===== src/hdl/bged_pkg.sv =====
`timescale 1ns / 1ps
// ----------------------------------------------------------------------------
// bged_pkg
// Shared types and constants for the button gesture event decoder.
// ----------------------------------------------------------------------------
package bged_pkg;

   localparam int TIME_W  = 32;
   localparam int CFG_W   = 16;
   localparam int INDEX_W = 2;
   localparam int EVENT_W = 3;

   typedef logic [TIME_W-1:0]  time_type;
   typedef logic [CFG_W-1:0]   cfg_type;
   typedef logic [INDEX_W-1:0] index_type;
   typedef logic [EVENT_W-1:0] event_type;

   localparam index_type REG_DEBOUNCE      = 2'd0;
   localparam index_type REG_LONG_PRESS    = 2'd1;
   localparam index_type REG_DOUBLE_WINDOW = 2'd2;

   localparam cfg_type DEBOUNCE_RESET      = 16'd50;
   localparam cfg_type LONG_PRESS_RESET    = 16'd800;
   localparam cfg_type DOUBLE_WINDOW_RESET = 16'd400;

   localparam event_type EV_NONE   = 3'd0;
   localparam event_type EV_PREV   = 3'd1;
   localparam event_type EV_NEXT   = 3'd2;
   localparam event_type EV_UP     = 3'd3;
   localparam event_type EV_DOWN   = 3'd4;
   localparam event_type EV_SINGLE = 3'd5;
   localparam event_type EV_DOUBLE = 3'd6;
   localparam event_type EV_LONG   = 3'd7;

   typedef enum logic [2:0] {
      GS_IDLE  = 3'd0,
      GS_HELD1 = 3'd1,
      GS_LONG  = 3'd2,
      GS_WAIT  = 3'd3,
      GS_HELD2 = 3'd4
   } gesture_state_type;

endpackage


===== src/hdl/button_gesture_event_decoder.sv =====
`timescale 1ns / 1ps
// ----------------------------------------------------------------------------
// button_gesture_event_decoder
// Decodes one poll of five button levels and a millisecond timestamp into
// one event: prev, next, volume up/down with auto-repeat, or a single,
// double or long press of play.
// ----------------------------------------------------------------------------
// Each accepted request yields exactly one response, via the input register
// and then the result register; a new request can be accepted every cycle
// while the response side is not stalled. The debounce compares and the play
// gesture state update are done in one pass of logic that loads the result
// register and the decoder state at the same edge, so the next request
// already sees the updated state. A stalled response holds the result
// register; one more request waits in the input register. The user must
// write the three timing registers through the csr port only while no request
// is in flight, not enforced here; only indexes 0 to 2 exist, others ignored.
module button_gesture_event_decoder (
   input  logic                    clock,
   input  logic                    reset,
   input  logic                    req_valid,
   output logic                    req_ready,
   input  bged_pkg::time_type      req_now_ms,
   input  logic                    req_prev_pressed,
   input  logic                    req_next_pressed,
   input  logic                    req_vol_up_pressed,
   input  logic                    req_vol_down_pressed,
   input  logic                    req_play_pressed,
   output logic                    rsp_valid,
   input  logic                    rsp_ready,
   output bged_pkg::event_type     rsp_event_code,
   input  logic                    csr_valid,
   output logic                    csr_ready,
   input  bged_pkg::index_type     csr_index,
   input  bged_pkg::cfg_type       csr_wdata
);
   import bged_pkg::*;

   cfg_type           debounce_ff, long_press_ff, double_window_ff;

   logic              s1_valid_ff;
   time_type          now_ff;
   logic              prev_ff, next_ff, up_ff, down_ff, play_ff;

   logic              rsp_valid_ff;
   event_type         event_ff, event_in;

   time_type          prev_last_ff, next_last_ff, up_last_ff, down_last_ff;
   time_type          entered_ff, trans_ff;
   gesture_state_type gesture_ff, gesture_in;

   logic              advance;
   logic              prev_fire, next_fire, up_fire, down_fire, any_fire;
   logic              deb_ok, long_hit, window_hit;
   time_type          deb_limit;
   event_type         play_event;
   logic              trans_upd, entered_upd;

   assign advance   = s1_valid_ff && (!rsp_valid_ff || rsp_ready);
   assign req_ready = !s1_valid_ff || advance;
   assign csr_ready = 1'b1;
   assign rsp_valid = rsp_valid_ff;
   assign rsp_event_code = event_ff;

   // debounce compares for the simple buttons
   assign deb_limit = {{(TIME_W-CFG_W){1'b0}}, debounce_ff};
   assign prev_fire = prev_ff && ((now_ff - prev_last_ff) > deb_limit);
   assign next_fire = next_ff && ((now_ff - next_last_ff) > deb_limit);
   assign up_fire   = up_ff   && ((now_ff - up_last_ff)   > deb_limit);
   assign down_fire = down_ff && ((now_ff - down_last_ff) > deb_limit);
   assign any_fire  = prev_fire || next_fire || up_fire || down_fire;

   assign deb_ok     = (now_ff - trans_ff) > deb_limit;
   assign long_hit   = (now_ff - entered_ff) >=
                       {{(TIME_W-CFG_W){1'b0}}, long_press_ff};
   assign window_hit = (now_ff - entered_ff) >=
                       {{(TIME_W-CFG_W){1'b0}}, double_window_ff};

   // play gesture next state
   always_comb begin
      gesture_in = gesture_ff;
      case (gesture_ff)
         GS_HELD1, GS_HELD2: begin
            if (play_ff) begin
               if (long_hit) gesture_in = GS_LONG;
            end else if (deb_ok) begin
               gesture_in = (gesture_ff == GS_HELD1) ? GS_WAIT : GS_IDLE;
            end
         end
         GS_LONG: begin
            if (!play_ff && deb_ok) gesture_in = GS_IDLE;
         end
         GS_WAIT: begin
            if (play_ff && deb_ok) gesture_in = GS_HELD2;
            else if (!play_ff && window_hit) gesture_in = GS_IDLE;
         end
         default: begin
            if (play_ff && deb_ok) gesture_in = GS_HELD1;
         end
      endcase
   end

   // play gesture outputs
   always_comb begin
      play_event  = EV_NONE;
      trans_upd   = 1'b0;
      entered_upd = 1'b0;
      case (gesture_ff)
         GS_HELD1, GS_HELD2: begin
            if (play_ff) begin
               if (long_hit) begin
                  trans_upd  = 1'b1;
                  play_event = EV_LONG;
               end
            end else if (deb_ok) begin
               trans_upd = 1'b1;
               if (gesture_ff == GS_HELD1) entered_upd = 1'b1;
               else play_event = EV_DOUBLE;
            end
         end
         GS_LONG: begin
            if (!play_ff && deb_ok) trans_upd = 1'b1;
         end
         GS_WAIT: begin
            if (play_ff && deb_ok) begin
               trans_upd   = 1'b1;
               entered_upd = 1'b1;
            end else if (!play_ff && window_hit) begin
               play_event = EV_SINGLE;
            end
         end
         default: begin
            if (play_ff && deb_ok) begin
               trans_upd   = 1'b1;
               entered_upd = 1'b1;
            end
         end
      endcase
   end

   always_comb begin
      if (prev_fire)      event_in = EV_PREV;
      else if (next_fire) event_in = EV_NEXT;
      else if (up_fire)   event_in = EV_UP;
      else if (down_fire) event_in = EV_DOWN;
      else                event_in = play_event;
   end

   always_ff @(posedge clock) begin
      if (reset) begin
         debounce_ff      <= DEBOUNCE_RESET;
         long_press_ff    <= LONG_PRESS_RESET;
         double_window_ff <= DOUBLE_WINDOW_RESET;
      end else if (csr_valid) begin
         case (csr_index)
            REG_DEBOUNCE:      debounce_ff      <= csr_wdata;
            REG_LONG_PRESS:    long_press_ff    <= csr_wdata;
            REG_DOUBLE_WINDOW: double_window_ff <= csr_wdata;
            default: ;
         endcase
      end
   end

   // input register
   always_ff @(posedge clock) begin
      if (reset) begin
         s1_valid_ff <= 1'b0;
      end else if (req_ready) begin
         s1_valid_ff <= req_valid;
      end
      if (req_valid && req_ready) begin
         now_ff  <= req_now_ms;
         prev_ff <= req_prev_pressed;
         next_ff <= req_next_pressed;
         up_ff   <= req_vol_up_pressed;
         down_ff <= req_vol_down_pressed;
         play_ff <= req_play_pressed;
      end
   end

   // result register and decoder state
   always_ff @(posedge clock) begin
      if (reset) begin
         rsp_valid_ff <= 1'b0;
         prev_last_ff <= '0;
         next_last_ff <= '0;
         up_last_ff   <= '0;
         down_last_ff <= '0;
         entered_ff   <= '0;
         trans_ff     <= '0;
         gesture_ff   <= GS_IDLE;
      end else begin
         if (advance) begin
            rsp_valid_ff <= 1'b1;
         end else if (rsp_ready) begin
            rsp_valid_ff <= 1'b0;
         end
         if (advance) begin
            if (prev_fire) begin
               prev_last_ff <= now_ff;
            end else if (next_fire) begin
               next_last_ff <= now_ff;
            end else if (up_fire) begin
               up_last_ff <= now_ff;
            end else if (down_fire) begin
               down_last_ff <= now_ff;
            end
            if (!any_fire) begin
               gesture_ff <= gesture_in;
               if (trans_upd)   trans_ff   <= now_ff;
               if (entered_upd) entered_ff <= now_ff;
            end
         end
      end
   end

   always_ff @(posedge clock) begin
      if (advance) begin
         event_ff <= event_in;
      end
   end

endmodule


===== config.mk =====
export PLATFORM = sky130hd
export DESIGN_NAME = button_gesture_event_decoder
export DESIGN_NICKNAME = d
export VERILOG_FILES = /design/src/hdl/bged_pkg.sv /design/src/hdl/button_gesture_event_decoder.sv
export SDC_FILE = /design/constraint.sdc
export NUM_CORES = 1
export LEC_CHECK = 0
export BUFFER_PORTS_ARGS = -buffer_cell sky130_fd_sc_hd__buf_2
export CAP_MARGIN = 20
export CORE_MARGIN = 5
export CORE_UTILIZATION = 55
export DETAILED_ROUTE_END_ITERATION = 16
export PLACE_DENSITY = 0.75
export SYNTH_ARGS = -nofsm -noshare
export SYNTH_HDL_FRONTEND = slang
export SYNTH_SLANG_ARGS = --single-unit

===== constraint.sdc =====
create_clock -name clock -period 7.4 [get_ports clock]
set_input_delay 1.48 -clock clock [delete_from_list [all_inputs] [get_ports clock]]
set_output_delay 1.48 -clock clock [all_outputs]
set_load 0.02 [all_outputs]

* After elaboration in Yosys (flattened, before gate mapping)
Index checks and enable logic that the tools add are counted. W data, S select, Z words.
Storage, ports and cells: register bits after elaboration 285, latch bits 0, RAM bits 0, memory bits (read-only) 0, input port bits 60, output and inout bits 6, logic and storage cells 110, memories 0
Operators by class: $add $sub $neg 6, multiply operators 0, divide/modulo/power cells 0, magnitude comparators 7, eq/ne operators 10, shift operators 0, muxes and demuxes 31, bitwise logic cells 4, reduce and logical (&&, ||, !) cells 32
Operators with widths (count):
- $sub A32 B32 Y32 | 6
- $gt A32 B16 Y1 | 5
- $ge A32 B16 Y1 | 2
- $mux W3 | 14
- $mux W1 | 10
- $logic_and A1 B1 Y1 | 9
- $ne A3 B3 Y1 const B | 3
- $pmux W3 S3 | 1
- $reduce_and A3 Y1 | 3
- $reduce_and A2 Y1 | 4
- $reduce_and A7 Y1 | 1
- $eq A3 B2 Y1 const B | 2
- $mux W2 | 3
- $pmux W3 S2 | 1
- $logic_or A1 B1 Y1 | 5
- $reduce_and A5 Y1 | 1
- $not A1 Y1 | 4
- $pmux W1 S2 | 2
- $reduce_and A4 Y1 | 1
- $reduce_bool A4 Y1 | 1
- $eq A3 B1 Y1 const B | 1
- $eq A3 B3 Y1 const B | 1
- $logic_not A1 Y1 | 3
- $reduce_or A3 Y1 | 1
- other kinds (6) | 6

* Depth between registers and ports, before layout
Gate-level depths: netlist of run 1.
depth after elaboration 9, gate-level depth with buffers 26, gate-level depth less buffers 24

* Worst setup path after synthesis of run 1
Ideal clock, no wire load.
kind flip-flop to flip-flop, start point register now_ff[0], end point register trans_ff[1], setup time 72 ps, arrival time 6334 ps, setup slack 994 ps, stages on the path, launching flop included 25, path buffers 2, clock period less this slack 6406 ps, cell sequence edfxtp_1 inv_1 ha_1 inv_1 fa_1 a211oi_1 o21ai_0 a211oi_1 o21ai_0 xor2_1 ha_1 nand4_1 nor3_1 a21boi_0 or4_1 a2111oi_0 nand4_1 or4_1 o41ai_1 nand2_1 or3_1 buf_2 nor3_4 buf_6 mux2i_1
On the way: longest elaborated chain between the ends 8
RTL lines:
- start, declared | line button_gesture_event_decoder.sv:41 | time_type now_ff;
- start signal, assigned | line button_gesture_event_decoder.sv:171 | now_ff <= req_now_ms;
- branches (longest 7 deep; another with $sub A32 B32 Y32)
- $reduce_and A3 Y1 (no line) *
- end signal, assigned | line button_gesture_event_decoder.sv:209 | if (trans_upd) trans_ff <= now_ff;
- end, declared | line button_gesture_event_decoder.sv:48 | time_type entered_ff, trans_ff;
Every way passes the cells marked *. A chain may end at the register's enable or synchronous reset.

* Final worst setup path of run 1
start point register now_ff[0], end point register trans_ff[19]
The elaborated chain is that of the path after synthesis.

==> run_results.csv, run 1 <==
group,metric,value,unit
run_status,outcome,"completed",
pwr,p_leak,0.00990,uW
sta,setup_viol,0,
sta,holdWs,0.455,ns
cells_and_area,layout.nets,3513,
global_route,grt_pass1_wl,119000,um
cells_and_area,instances_no_fill,3772,
routing,wl_per_cell,20.4,um
placement,dp_cells,3702,
logic_synthesis,netlist.area_leader.share,19.8,%
hold_path,hp-class,"flop to flop",
routing,drc,0,
setup_path,reg2reg_to,"trans_ff[19]",
logic_synthesis,synth-edff-count,40,
logic_synthesis,synth_ff_type,"dfxtp_1",
floorplanning,dieHeight,222,um
cells_and_area,nFillCells,3981,
global_route,grt.total_usage,29.5,%
logic_synthesis,synthDistinctLibCells,84,
cts,cts_tree,"yes",
setup_path,path_buf_inv,4,
sta,setup_ws,0.557,ns
setup_path,cp_slowest_stage_delay,0.52,ns
setup_path,r2r-start,"now_ff[0]",
cts,ctsHoldBuffers,0,
sta,period_needed,6.84,ns
pwr,power_density,173,nW/um^2
pwr,power,4670,uW
cts,cts.sinks,285,
global_route,grt_overflow,0,
hold_path,min_from,"debounce_ff[3]",
cells_and_area,area_growth,8.69,%
global_route,antenna_found_initial,2,
cts,root_buffer,"clkbuf_16",
cts,cts_buffers,36,
cts,cts_max_path_buffers,3,
floorplanning,core_region_area,44400,sq um
setup_path,end_kind,"flop",
floorplanning,rows,77,
sta,relSlewSlack,19.7,%
sta,worst_slew_pin_slew,1.21,ns
setup_path,path_delay_family,"simple AND/OR/NAND/NOR gates",
cells_and_area,multi_input_area,17200,sq um
placement,io_buffer_count,64,
setup_path,crit_required,7.88,ns
flow_run,drv_cap,0,
routing,vias_per_cell,6.22,
sta,clock_skew,0.0228,ns
setup_path,start_kind,"flop",
routing,ant_nets,0,
floorplanning,start_util,55.7,%
cts,insertion_delay,0.57,ns
logic_synthesis,synthCells,3136,
cells_and_area,final_common_cell,"nor2_1",
global_route,grt_pass1_vias,22300,
hold_path,min_path_cells,2,
setup_path,cp_max_fo,32,
cells_and_area,post_route_cells_drive_above_1_share,6.45,%
sta,setup_tns,0,ns
routing,first_pass_iters,6,
placement,detailedPlace.worstSlack,0.309,ns
setup_path,r2r_cells,26,
setup_path,crit_type,"flop to flop",
placement,dp_hpwl,57200,um
logic_synthesis,synth_nets,3500,
logic_synthesis,ys_warn_count,0,
logic_synthesis,synth.ff_latch_count,285,
cells_and_area,ff_latch_area,6110,sq um
setup_path,arrival,7.33,ns
placement,place.gp.congestion,0.988,
logic_synthesis,synthArstFlopShare,0,%
cells_and_area,final_cell_mix,"314 x nor2_1, 298 x ha_1, 291 x a21oi_1",
hold_path,holdPathEnd,"debounce_ff[3]",
floorplanning,io_pins,66,
cts,clk_pin_slew,0.06,ns
sta,drv_slew,0,
floorplanning,dieWidth,222,um
setup_path,critPathSlowestCell,"or4_1",
cts,cts_max_level,2,
logic_synthesis,yosysTopAreaCell,"dfxtp_1",
logic_synthesis,seq_area_frac_synth,24.7,%
logic_synthesis,synth.cell_area,24700,sq um
logic_synthesis,avgSynthCellArea,7.89,sq um
setup_path,ff2ff_setup_slack,0.56,ns
logic_synthesis,ys_top_cells_by_area,"dfxtp_1 20%, ha_1 15%, mux2i_1 8.0%, a21oi_1 5.9%, edfxtp_1 4.9%",
routing,drt_wl_total,76800,um
pwr,ir_drop,0.000155,V
routing,dr_total_vias,23500,
floorplanning,die-area,49300,sq um
sta,max_freq,146,MHz
global_route,grt_max_degree,162,
routing,drt_iter0_drc,2139,
sta,hold_viol,0,
sta,rsz0062_at_grt,"no",
sta,period_share,92.5,%
## area by class of cell
class	count	share of cell area (%)
sequential	285	22.7
tap	592	2.75
timing repair buffer	107	2.59
multi-input combinational	2453	63.8
inverter	266	3.71
antenna	3	0.0279
clock buffer	42	3.67
clock inverter	24	0.786
## registers in the layout, indices dropped and copies added, names as in the netlist
signal and count:
next_ff 1, debounce_ff 16, down_last_ff 32, down_ff 1, double_window_ff 16, prev_ff 1, up_last_ff 32, next_last_ff 32
now_ff 32, rsp_valid 1, s1_valid_ff 1, long_press_ff 16, prev_last_ff 32, trans_ff 32, gesture_ff 3, up_ff 1
rsp_event_code 3, play_ff 1, entered_ff 32
## cell families after synthesis
kind of cell | count (synthesis) | share of synthesized area [%]
adder cells (fa/ha/maj) | 304 | 15.6
other | 1 | 0.0152
XOR/XNOR | 130 | 4.60
buffers and inverters | 398 | 6.25
AND/OR/NAND/NOR | 994 | 19.4
AO/OA/AOI/OAI | 821 | 21.3
flip-flops | 285 | 24.7
multiplexers | 203 | 8.24
## worst min-delay path: stages (launching register included)
cell,delay [ns]
dfxtp_1,0.31
nand2_1,0.05
a21oi_1,0.05
## synthesized netlist by cell type, types with 16 or more instances
cell type,count
edfxtp_1,40
xnor2_1,77
ha_1,298
o211ai_1,36
o21a_1,43
inv_1,266
a211oi_1,39
clkbuf_1,103
nor3_1,41
xor2_1,53
o21bai_1,20
nor2b_1,27
a211o_1,17
a31oi_1,17
nand2b_1,81
a21o_1,72
nand4_1,86
o21ai_0,137
and2_1,18
or3_1,16
mux2i_1,198
nand3_1,47
nand2_1,264
dfxtp_1,245
a21oi_1,291
nor2_1,315
## power by group
| part | internal (uW) | switching (uW) | leakage [uW] |
|---|---|---|---|
| clock network | 1040 | 771 | 0.000586 |
| registers | 1610 | 40.7 | 0.00237 |
| logic | 468 | 738 | 0.00694 |
## metrics by stage
stage | util, % | cell area (sq um)
6_report | 60.6 | 26900
5_1_grt | 60.5 | 26900
4_1_cts | 60.4 | 26800
3_5_place_dp | 57.7 | 25600
3_3_place_gp | 57.7 | 25600
2_1_floorplan | - | 24700
## routing by layer
metal  vias up  wire length (um)  global-route usage [%]  part of all wire (%)
met5         -                 0                       0                     0
met4         0              3890                    13.9                   5.1
met3       208              5280                    4.74                   6.9
met2       861             35100                    48.6                    46
met1     11100             32500                    37.9                    42
li1      11300                 -                       -                     -
## how the worst max path moves through the flow
stage                     startpoint      endpoint  slack [ns]  depth (start not counted)
after floorplan            now_ff[0]   trans_ff[1]        0.99                         24
after global placement     now_ff[0]  trans_ff[27]        0.52                         26
after detailed placement   now_ff[0]  trans_ff[19]        0.31                         26
after CTS                  now_ff[0]  trans_ff[19]        0.28                         26
after global routing       now_ff[0]  trans_ff[28]        0.07                         26
final                      now_ff[0]  trans_ff[19]        0.56                         26
## timing repair
action,CTS,global route
setup buffers,0,0
hold endpoints to repair,0,0
resized for setup,0,4
setup endpoints to repair,0,76
Note: power is estimated with default switching activity, not from simulation.
==> run 2, diff against run 1 <==
--- a/config.mk
+++ b/config.mk
@@ -9,6 +9,7 @@
 export CAP_MARGIN = 20
 export CORE_MARGIN = 5
 export CORE_UTILIZATION = 55
+export CTS_BUF_LIST = sky130_fd_sc_hd__clkbuf_8
 export DETAILED_ROUTE_END_ITERATION = 16
 export PLACE_DENSITY = 0.75
 export SYNTH_ARGS = -nofsm -noshare
==> run 2 against run 1 <==
Setup slack lost 0.018 ns; flip-flop and latch count did not move; clock-buffer cell count is 22 higher; fmax is 0.26% lower; clock power fell by 6%; cell count increased by 0.85%; die area unchanged; sequential share of layout area about the same.
==> run_results.csv, run 2 (synthesis gave the netlist of run 1 again) <==
group,metric,value,unit
cells_and_area,final_common_cell,"nor2_1",
floorplanning,start_util,55.7,%
global_route,grt_pass1_wl,120000,um
cts,cts_max_level,2,
sta,setup_ws,0.539,ns
routing,drt_wl_total,76700,um
placement,dp_hpwl,57200,um
sta,period_share,92.7,%
pwr,p_leak,0.00995,uW
routing,first_pass_iters,6,
global_route,grt.total_usage,29.5,%
routing,drc,0,
pwr,ir_drop,0.000154,V
sta,worst_slew_pin_slew,1.27,ns
global_route,grt_pass1_vias,22400,
sta,clock_skew,0.0406,ns
sta,setup_tns,0,ns
placement,dp_cells,3702,
setup_path,r2r-start,"now_ff[0]",
floorplanning,core_region_area,44400,sq um
setup_path,ff2ff_setup_slack,0.54,ns
cells_and_area,post_route_cells_drive_above_1_share,7.29,%
flow_run,drv_cap,0,
hold_path,min_path_cells,2,
cts,root_buffer,"clkbuf_8",
global_route,grt_max_degree,162,
hold_path,min_from,"debounce_ff[3]",
sta,relSlewSlack,15.6,%
run_status,outcome,"completed",
sta,period_needed,6.86,ns
cells_and_area,instances_no_fill,3804,
cells_and_area,layout.nets,3531,
sta,setup_viol,0,
sta,drv_slew,0,
floorplanning,rows,77,
cells_and_area,final_cell_mix,"314 x nor2_1, 298 x ha_1, 291 x a21oi_1",
pwr,power,4560,uW
cts,cts_tree,"yes",
cells_and_area,post-route-util,60.5,%
cts,clk_pin_slew,0.07,ns
routing,drt_iter0_drc,2096,
routing,ant_nets,0,
cells_and_area,area_growth,8.59,%
setup_path,reg2reg_to,"trans_ff[19]",
floorplanning,io_pins,66,
floorplanning,die-area,49300,sq um
setup_path,cp_max_fo,32,
sta,max_freq,146,MHz
placement,detailedPlace.worstSlack,0.309,ns
cts,cts_max_path_buffers,3,
setup_path,end_kind,"flop",
placement,place.gp.congestion,0.988,
routing,dr_total_vias,23600,
sta,hold_viol,0,
hold_path,holdPathEnd,"debounce_ff[3]",
cells_and_area,nFillCells,4004,
cts,cts_buffers,54,
floorplanning,dieWidth,222,um
setup_path,crit_type,"flop to flop",
pwr,power_density,170,nW/um^2
hold_path,hp-class,"flop to flop",
cts,cts.sinks,285,
floorplanning,dieHeight,222,um
setup_path,crit_required,7.98,ns
routing,wl_per_cell,20.2,um
cts,insertion_delay,0.67,ns
sta,rsz0062_at_grt,"no",
global_route,antenna_found_initial,2,
setup_path,arrival,7.44,ns
global_route,grt_overflow,0,
setup_path,start_kind,"flop",
setup_path,r2r_cells,26,
cells_and_area,antennaDiodeCount,0,
routing,vias_per_cell,6.21,
placement,io_buffer_count,64,
==> run 2: timing repair <==
action,in CTS,in global routing
endpoints found under the setup margin,0,76
gates resized for setup,0,4
hold buffers,0,0
buffers inserted,0,0
==> run 2: worst max path at each step <==
stage	slack [ns]	cells past startpoint	endpoint	from
floorplan	0.99	24	trans_ff[1]	now_ff[0]
global placement	0.52	26	trans_ff[27]	now_ff[0]
detailed placement	0.31	26	trans_ff[19]	now_ff[0]
CTS	0.27	26	trans_ff[19]	now_ff[0]
global route	0.07	26	trans_ff[25]	now_ff[0]
finish	0.54	26	trans_ff[19]	now_ff[0]
==> run 2: critical path, stage by stage, from the launching register on <==
cell and delay, ns:
edfxtp_1 0.50, inv_1 0.25, ha_1 0.21, inv_1 0.06, fa_1 0.43, a211oi_2 0.27, o21bai_1 0.10, a21oi_1 0.24
o21bai_1 0.10, a21oi_1 0.22, o21ai_0 0.16, xor2_1 0.16, ha_1 0.30, nand4_1 0.12, nor3_1 0.07, a21boi_0 0.12
or4_1 0.50, a2111oi_1 0.35, nand4_1 0.13, or4_1 0.52, o41ai_2 0.31, buf_4 0.23, nand2_1 0.15, or3_4 0.47
nor3_4 0.23, buf_12 0.25, mux2i_1 0.25
==> run 2: power breakdown <==
group | internal, uW | leakage (uW) | switching [uW] | total [uW]
sequential | 1610 | 0.00237 | 41.0 | 1650
combinational | 468 | 0.00694 | 738 | 1210
clock | 939 | 0.000639 | 761 | 1700
==> run 2: layer usage <==
layer	wire (um)	vias up	global-route usage (%)
met3	4830	203	3.97
met5	0	-	0
met4	3690	0	13.0
li1	-	11300	-
met2	35200	884	48.8
met1	33000	11200	38.5
==> run 2: metrics by stage <==
step	hold WS (ns)	cell area [sq um]
6_report	0.454	26900
5_1_grt	0.468	26900
4_1_cts	0.455	26800
3_5_place_dp	0.447	25600
3_3_place_gp	0.442	25600
2_1_floorplan	0.436	24700
==> run 2: area by class of cell <==
type | instances | area, sq um | share of cell area (%)
clock buffer | 64 | 881 | 3.28
clock inverter | 37 | 300 | 1.12
inverter | 266 | 998 | 3.72
multi-input combinational | 2453 | 17200 | 63.8
sequential | 285 | 6110 | 22.7
tap | 592 | 741 | 2.76
timing repair buffer | 107 | 697 | 2.59
